### src/sv/afm_pkg.sv
// Shared types, widths and register codes for the affine point and box mapper.
package afm_pkg;

    // Coordinate width of the input items and default fraction width of the coefficients.
    localparam int COORD_BITS    = 16;
    localparam int FRAC_BITS_DEF = 16;

    // Configuration port address width and register indexes.
    localparam int ADDR_BITS = 5;
    localparam int IDX_BITS  = 3;

    localparam logic [IDX_BITS-1:0] REG_COEF_A   = 3'd0;
    localparam logic [IDX_BITS-1:0] REG_COEF_B   = 3'd1;
    localparam logic [IDX_BITS-1:0] REG_COEF_C   = 3'd2;
    localparam logic [IDX_BITS-1:0] REG_COEF_D   = 3'd3;
    localparam logic [IDX_BITS-1:0] REG_OFFSET_X = 3'd4;
    localparam logic [IDX_BITS-1:0] REG_OFFSET_Y = 3'd5;

    // Input item: a point, or a rectangle given by its top left corner and size.
    typedef struct packed {
        logic                         mode;
        logic signed [COORD_BITS-1:0] in_x;
        logic signed [COORD_BITS-1:0] in_y;
        logic        [COORD_BITS-2:0] in_width;
        logic        [COORD_BITS-2:0] in_height;
    } t_in_item;

    // Result item: a mapped point, or the enclosing integer box.
    typedef struct packed {
        logic signed [31:0] out_x;
        logic signed [31:0] out_y;
        logic        [30:0] out_width;
        logic        [30:0] out_height;
    } t_out_item;

    // Transform coefficients as held by the register file.
    typedef struct packed {
        logic signed [31:0] coef_a;
        logic signed [31:0] coef_b;
        logic signed [31:0] coef_c;
        logic signed [31:0] coef_d;
        logic signed [31:0] offset_x;
        logic signed [31:0] offset_y;
    } t_coefs;

endpackage

### src/sv/afm_regs.sv
// Configuration register file holding the six transform coefficients.
module afm_regs #(
    parameter int FRAC_BITS = afm_pkg::FRAC_BITS_DEF
) (
    input  logic                         i_clk,
    input  logic                         i_rst_n,
    input  logic                         psel,
    input  logic                         penable,
    input  logic                         pwrite,
    input  logic [afm_pkg::ADDR_BITS-1:0] paddr,
    input  logic [31:0]                  pwdata,
    output logic [31:0]                  prdata,
    output logic                         pready,
    output afm_pkg::t_coefs              o_coefs
);
    import afm_pkg::*;

    localparam logic signed [31:0] ONE = 32'(1) << FRAC_BITS;

    t_coefs               r_coefs;
    logic [IDX_BITS-1:0]  idx;
    logic                 wr_en;

    assign pready  = 1'b1;
    assign idx     = paddr[ADDR_BITS-1:2];
    assign wr_en   = psel && penable && pwrite && pready;
    assign o_coefs = r_coefs;

    // Register writes; an index beyond the last register is ignored.
    always_ff @(posedge i_clk) begin
        if (!i_rst_n) begin
            r_coefs.coef_a   <= ONE;
            r_coefs.coef_b   <= '0;
            r_coefs.coef_c   <= '0;
            r_coefs.coef_d   <= ONE;
            r_coefs.offset_x <= '0;
            r_coefs.offset_y <= '0;
        end else if (wr_en) begin
            case (idx)
                REG_COEF_A:   r_coefs.coef_a   <= pwdata;
                REG_COEF_B:   r_coefs.coef_b   <= pwdata;
                REG_COEF_C:   r_coefs.coef_c   <= pwdata;
                REG_COEF_D:   r_coefs.coef_d   <= pwdata;
                REG_OFFSET_X: r_coefs.offset_x <= pwdata;
                REG_OFFSET_Y: r_coefs.offset_y <= pwdata;
                default: begin
                end
            endcase
        end
    end

    // Read back of the addressed register.
    always_comb begin
        case (idx)
            REG_COEF_A:   prdata = r_coefs.coef_a;
            REG_COEF_B:   prdata = r_coefs.coef_b;
            REG_COEF_C:   prdata = r_coefs.coef_c;
            REG_COEF_D:   prdata = r_coefs.coef_d;
            REG_OFFSET_X: prdata = r_coefs.offset_x;
            REG_OFFSET_Y: prdata = r_coefs.offset_y;
            default:      prdata = '0;
        endcase
    end

endmodule

### config.mk
export PLATFORM = sky130hd
export DESIGN_NAME = afm_regs
export DESIGN_NICKNAME = d
export VERILOG_FILES = /design/src/sv/afm_pkg.sv /design/src/sv/afm_regs.sv
export SDC_FILE = /design/constraint.sdc
export NUM_CORES = 1
export LEC_CHECK = 0
export ABC_AREA = 1
export BUFFER_PORTS_ARGS = -buffer_cell sky130_fd_sc_hd__buf_2
export CORE_MARGIN = 4
export CORE_UTILIZATION = 47
export CTS_CLUSTER_SIZE = 12
export DETAILED_ROUTE_END_ITERATION = 16
export PLACE_DENSITY = 0.76
export REMOVE_ABC_BUFFERS = 1
export SYNTH_ARGS = -nofsm -noshare
export SYNTH_HDL_FRONTEND = slang
export SYNTH_SLANG_ARGS = --single-unit
### constraint.sdc
create_clock -name i_clk -period 1.06 [get_ports i_clk]
set_input_delay 0.106 -clock i_clk [delete_from_list [all_inputs] [get_ports i_clk]]
set_output_delay 0.106 -clock i_clk [all_outputs]
set_load 0.005 [all_outputs]
# [Word level (Yosys, flattened, before mapping)]
# Cells that the tools add are included.
# Widths: inputs -> output; s select.
[classes] eq_ne=5 mux=1 reduce_logical=9
[op_table] cell="$pmux 32 s6" n=1
[op_table] cell="$reduce_and 2->1" n=6
[op_table] cell="$eq 3x2->1 const B" n=2
[op_table] cell="$eq 3x3->1 const B" n=2
[op_table] cell="$eq 3x1->1 const B" n=1
[op_table] cell="$logic_not 3->1" n=1
[op_table] cell="$logic_and 1x1->1" n=2
[word_totals] reg_bits=192 inputBits=42 wordCells=21

# [Logic depth before layout (Yosys ltp)]
# Gate-level depths: netlist (run 1).
[logic_depth] depth_word=3 mapped_depth=9 depth_no_buf=7

# [Least setup slack after synthesis (run 1)]
# Ideal clock, no wire load.
[synth_timing] path_kind="input to output" start="input paddr[3] (netlist bit)" end="output prdata[1]" arrival_time_ps=1035 required_ps=954 slack_ps=-81 stages=8 path_buffers=3 cell_sequence="buf_2 inv_2 buf_2 buf_1 nand4_1 nand2_1 nor2_1 nand2_1"
[synth_via] elab_chain_len=2
[synth_rtl] item="start: declaration" line="afm_regs.sv:10" text="input logic [afm_pkg::ADDR_BITS-1:0] paddr,"
[synth_rtl] item="$eq 3x3->1 (tied with other cells)" line="afm_regs.sv:54" text="case (idx)"
[synth_rtl] item="$pmux 32 s6 *" line="afm_regs.sv:54"
[synth_rtl] item="end: declaration" line="afm_regs.sv:12" text="output logic [31:0] prdata,"
# Every way passes the cells marked *; elsewhere a longest branch is shown, timed or not.

# [Worst setup path in the final report (run 1)]
[layout_timing] start="register r_coefs, in the netlist o_coefs[138]" end="output prdata[10]"
[layout_via] elab_chain_len=1
[layout_rtl] item="start: declaration" line="afm_regs.sv:20" text="t_coefs r_coefs;"
[layout_rtl] item="$pmux 32 s6" line="afm_regs.sv:54"
# No other way between the ends.

==> results of run 1 <==
## worst max-delay path by stage
stage / cells after the start / slack [ns] / from / end
after global placement: 8 / -0.37 / paddr[3] / prdata[2]
after detailed placement: 8 / -0.35 / paddr[3] / o_coefs[81]$_SDFFE_PN0P_
after floorplan: 5 / -2.50 / paddr[2] / o_coefs[176]$_SDFFE_PN1P_
after CTS: 5 / -0.32 / o_coefs[130]$_SDFFE_PN0P_ / prdata[2]
after global routing: 5 / -0.40 / o_coefs[130]$_SDFFE_PN0P_ / prdata[2]
final: 5 / -0.34 / o_coefs[138]$_SDFFE_PN0P_ / prdata[10]
## where the power goes
group          internal, mW  leakage (nW)  switching, mW  total, mW
Sequential             7.31          1.63         0.0755       7.39
Combinational         0.777          5.13           1.15       1.92
Clock                  3.56         0.265           2.74       6.29
Total                  11.6          7.03           3.96       15.6
## final cells by class
type / count / area [um^2]
sequential: 192 / 4050
inverter: 68 / 263
clock inverter: 6 / 85.1
multi-input combinational: 1117 / 4930
timing repair buffer: 473 / 4330
tap: 265 / 332
clock buffer: 23 / 468
fill: 1412 / 4950
## layer usage
layer / vias to the layer above / part of all wire [%]
li1: 5440 / -
met1: 5338 / 38
met2: 699 / 48
met3: 124 / 10
met4: 0 / 3.9
met5: - / 0
## logic make-up (layout without fill, tap and decap cells)
logic type,after synthesis,after routing,synth area share (%)
other,1,1,0.0405
AOI/OAI and AO/OA,25,25,1.35
buffers and inverters,182,570,8.25
and+or+nand+nor,1091,1091,48.9
DFF,192,192,41.5
## per-stage QoR
step           util [%]  std cells
2_1_floorplan         -       1377
6_report           74.5       2144
3_5_place_dp       59.1       1981
4_1_cts            72.0       2105
5_1_grt            74.5       2144
3_3_place_gp       59.1       1981
## critical path: stages (launching register included)
cell and delay [ns]:
dfxtp_2 0.33, nand4_1 0.09, nand2_1 0.08, nor2_1 0.14, nand2_1 0.09, buf_2 0.14
## cells in the mapped netlist (all sizes together)
cell and instances:
o21ai 2, nand3 197, dfxtp 192, a21oi 23, conb 1, nand2 383, clkbuf 35, nand4 65
nor2 446, inv 68, buf 79
## repair_timing
| item | 4_1_cts | 5_1_grt |
|---|---|---|
| gates cloned | 1 | 0 |
| pin swaps | 71 | 50 |
| buffers inserted | 92 | 68 |
| hold buffers | 2 | 0 |
| endpoints found under the setup margin | 55 | 155 |
| gates resized for setup | 336 | 111 |
| hold endpoints to repair | 9 | 0 |
==> flow_summary.toml, run 1 <==
[synth]
syn_area_per_cell_um2 = 6.21
synth_area_leader_cell = "dfxtp_1"
yosys-top-cells-area = "dfxtp_1 41%, nor2_1 18%, nand2_1 16%"
ys_seq_elements = 192
syn_area_um2 = 9270
synthCells = 1491
ys_seq_area_share_pct = 41.5
synth.distinct_cells = 17
synth_top_area_share_pct = 41.5
yosys_warnings = 0

[power]
vdd_drop_max_mv = 1.15
power.density_nw_per_um2 = 1080
total_power_mw = 15.6
power_leakage_nw = 7.03

[grt]
met1_usage_pct = 38.9
grt_max_degree = 48
grtUsageTotal_pct = 31.3
met3_usage_pct = 7.46
grt_first_pass_wirelength_um = 55800
grt_overflow = 0
globalRouteMet2Util_pct = 52.0
grt_pass1_vias = 10800
top_usage_layer = "met2"
antenna_found_initial = 0

[floorplanning]
die_width_um = 148
initial_core_util_pct = 47.8
die_y_um = 148
io_pins = 267
dieArea_um2 = 22000
core_area_um2 = 19400
rows = 51

[timing]
period_needed_ns = 1.40
whs_ns = 0.0592
setup_tns_ns = -10.46
timing.final.crit_share_pct = 132
hold_viol = 0
maxSlewViolCount = 0
rsz0062_at_grt = "yes"
skew_ns = 0
timing.final.ws_setup_ns = -0.344
finalSetupViolCount = 127
fmax_mhz = 712

[min_path]
worstHoldStart = "pwdata[4]"
hold_depth = 5
worstHoldEndpoint = "o_coefs[68]$_SDFFE_PN0P_"
min-delay-path-class = "primary input to register"

[routing]
drc = 0
final_antenna_net_count = 0
wire_per_inst_um = 17.2
routed_wl_um = 36800
via_count = 11600
avgViaCountPerCell = 5.41
drt_first_pass_iters = 7
drtIter0Drc = 965

[setup_path]
regToRegStartpoint = "o_coefs[172]$_SDFFE_PN0P_"
worstSetupPathType = "register to output port"
required_ns = 0.95
critPathArrivalTime_ns = 1.30
rrSetupSlack_ns = 0.18
critPathLaunchType = "register"
end_kind = "output port"
r2r-end = "o_coefs[172]$_SDFFE_PN0P_"
crit_path_max_fanout = 2
worstRegToRegCells = 4

[clocking]
cts_sinks = 192
cts_root_buffer = "clkbuf_16"
clkTransAtPathRegs_ns = 0.07
cts_tree = "done"
cts_buffers = 17
cts.path.max_buffers = 2
cts-htree-levels = 4
insertion_delay_ns = 0.43

[place]
gp_congestion = 0.856
placed_area_um2 = 11500
io_buffer_count = 263
post-place-ws_ns = -0.350
hpwlAfterDp_um = 21700

[layout]
finish.instance_area_um2 = 14500
final_common_cell = "nor2_1"
final_cell_mix = "425 x nor2_1, 380 x nand2_1, 195 x buf_6, 166 x buf_2, 165 x nand3_1"
drive_gt1_share_pct = 38.5
largest_reg_flops = 192
antenna_cells = 0
layout.nets = 1911
syn_to_final_growth_pct = 56.0

[status]
violations = "setup timing"
status = "finished with violations"

[flow_run]
drv_cap = 0
Power figures use the tool's default switching activity.
==> inputs of run 2 (changes only) <==
==> constraint.sdc (replaced) <==
create_clock -name i_clk -period 1.06 [get_ports i_clk]
set_input_delay 0.053 -clock i_clk [delete_from_list [all_inputs] [get_ports i_clk]]
set_output_delay 0.053 -clock i_clk [all_outputs]
set_load 0.005 [all_outputs]
==> run 2 against run 1 <==
Effect of this change: the flow still finishes with violations (setup timing); final cell count is 3.0% lower; critical endpoint is now prdata[0]; largest power group unchanged; first-iteration DRC count is 6.7% lower; global-route usage is 1.5 points lower; routed wire length is 4.3% lower.
==> flow_summary.toml, run 2 (synthesized netlist as in run 1, its figures left out) <==
[status]
status = "finished with violations"
violations = "setup timing"

[timing]
hold_viol = 0
slew_headroom_pct = 52.8
rsz0062_at_grt = "yes"
fmax_mhz = 758
tightest_slew_ns = 0.707
timing.final.ws_setup_ns = -0.260
maxSlewViolCount = 0
finalSetupViolCount = 35
whs_ns = 0.00704
period_needed_ns = 1.32
skew_ns = 0
timing.final.crit_share_pct = 125

[grt]
grtUsageTotal_pct = 29.8
grt_overflow = 0
antenna_found_initial = 0
grt_pass1_vias = 10200
grt_max_degree = 56
grt_first_pass_wirelength_um = 52900

[setup_path]
worstSetupPathType = "register to output port"
critPathLaunchType = "register"
worstRegToRegCells = 3
crit_path_max_fanout = 3
critPathArrivalTime_ns = 1.27
end_kind = "output port"
regToRegStartpoint = "o_coefs[189]$_SDFFE_PN0P_"
r2r-end = "o_coefs[189]$_SDFFE_PN0P_"
rrSetupSlack_ns = 0.28
required_ns = 1.01

[layout]
final_cell_mix = "419 x nor2_1, 381 x nand2_1, 211 x buf_2, 175 x nand3_1, 116 x dfxtp_2"
antenna_cells = 0
syn_to_final_growth_pct = 45.3
largest_reg_flops = 192
stdcell_count = 2080
drive_gt1_share_pct = 33.2
final_common_cell = "nor2_1"
layout.nets = 1845

[clocking]
cts_buffers = 17
cts.path.max_buffers = 2
cts_root_buffer = "clkbuf_16"
cts_sinks = 192
insertion_delay_ns = 0.43
cts-htree-levels = 4
clkTransAtPathRegs_ns = 0.07
cts_tree = "done"

[routing]
final_antenna_net_count = 0
wire_per_inst_um = 16.9
drt_first_pass_iters = 7
drc = 0
avgViaCountPerCell = 5.38
routed_wl_um = 35200
via_count = 11200
drtIter0Drc = 900

[power]
switchingPower_mw = 4.04
p_comb_share_pct = 12.1
seqPwrFrac_pct = 47.9
pwr-share-clk_pct = 40.1
vdd_drop_max_mv = 1.11
power.density_nw_per_um2 = 1150
switching_share_pct = 26.1
power_leakage_nw = 6.60
p_int_mw = 11.4

[floorplanning]
core_area_um2 = 19400
initial_core_util_pct = 47.8
io_pins = 267
die_width_um = 148
dieArea_um2 = 22000
rows = 51
die_y_um = 148

[place]
place_inst = 1968
gp_congestion = 0.834
hpwlAfterDp_um = 21100
io_buffer_count = 263

[flow_run]
drv_cap = 0

[min_path]
min-delay-path-class = "primary input to register"
worstHoldStart = "pwdata[21]"
hold_depth = 5
worstHoldEndpoint = "o_coefs[21]$_SDFFE_PN0P_"
run 2: cell count changes in the layout (fill, tap and decap cells not counted), sizes merged:
cell         change
bufbuf           +1
nor2             +1
clkinv           +4
clkbuf           +1
buf             -74
dlygate4sd3      +4
bufinv           -1
run 2: per-layer routing:
| metal | up-vias | routed length [um] | GRT usage (%) | part of all wire (%) |
|---|---|---|---|---|
| met1 | 5071 | 13500 | 37.9 | 38 |
| met4 | 0 | 1400 | 12.5 | 4.0 |
| met2 | 677 | 16500 | 49.1 | 47 |
| met3 | 113 | 3800 | 6.61 | 11 |
| met5 | - | 0 | 0 | 0 |
| li1 | 5324 | - | - | - |
run 2: power by group through the flow:
stage / registers [mW] / logic (mW) / clock network [mW]
6_report: 7.39 / 1.86 / 6.19
5_1_grt: 7.39 / 2.00 / 6.56
4_1_cts: 7.38 / 1.72 / 6.21
3_5_place_dp: 7.54 / 1.50 / 0
3_3_place_gp: 7.54 / 1.48 / 0
2_1_floorplan: 7.54 / 0.624 / 0
run 2: repair_timing:
item | CTS | global route
endpoints found under the hold margin | 12 | 0
resized for setup | 136 | 150
endpoints found under the setup margin | 32 | 112
setup buffers | 55 | 17
pin swaps | 41 | 30
gates cloned | 5 | 3
hold buffers | 6 | 0
run 2: worst max-delay path by stage:
| stage | from | to | slack, ns | depth (start not counted) |
|---|---|---|---|---|
| 2_1_floorplan | paddr[2] | o_coefs[176]$_SDFFE_PN1P_ | -2.45 | 5 |
| 3_3_place_gp | paddr[2] | o_coefs[106]$_SDFFE_PN0P_ | -0.38 | 6 |
| 3_5_place_dp | paddr[2] | o_coefs[116]$_SDFFE_PN0P_ | -0.43 | 6 |
| 4_1_cts | o_coefs[130]$_SDFFE_PN0P_ | prdata[2] | -0.24 | 5 |
| 5_1_grt | o_coefs[64]$_SDFFE_PN0P_ | prdata[0] | -0.31 | 5 |
| 6_report | o_coefs[64]$_SDFFE_PN0P_ | prdata[0] | -0.26 | 5 |
run 2: layout make-up:
class                   count  area, um^2
well taps                 265         332
flip-flops and latches    192        3990
clock buffers              22         464
inverters                  68         263
multi-input cells        1118        4900
repair buffers            406        3430
fillers                  1616        5930
clock inverters             9        86.3
run 2: critical path, cell delays in order, from the launching register on:
cell and delay [ns]:
dfxtp_2 0.34, nand4_1 0.11, nand2_1 0.09, nor2_2 0.12
nand2_1 0.06, buf_2 0.12
run 2: per-stage QoR:
stage	setup TNS [ns]	setup WS, ns	cell area, um^2	util (%)	power [mW]
floorplan	-353.02	-2.45	8760	-	8.16
global placement	-58.78	-0.383	11300	58.0	9.02
detailed placement	-62.07	-0.427	11300	58.0	9.04
CTS	-6.17	-0.242	12800	66.1	15.3
global route	-8.59	-0.308	13500	69.4	16.0
finish	-6.09	-0.260	13500	69.4	15.4
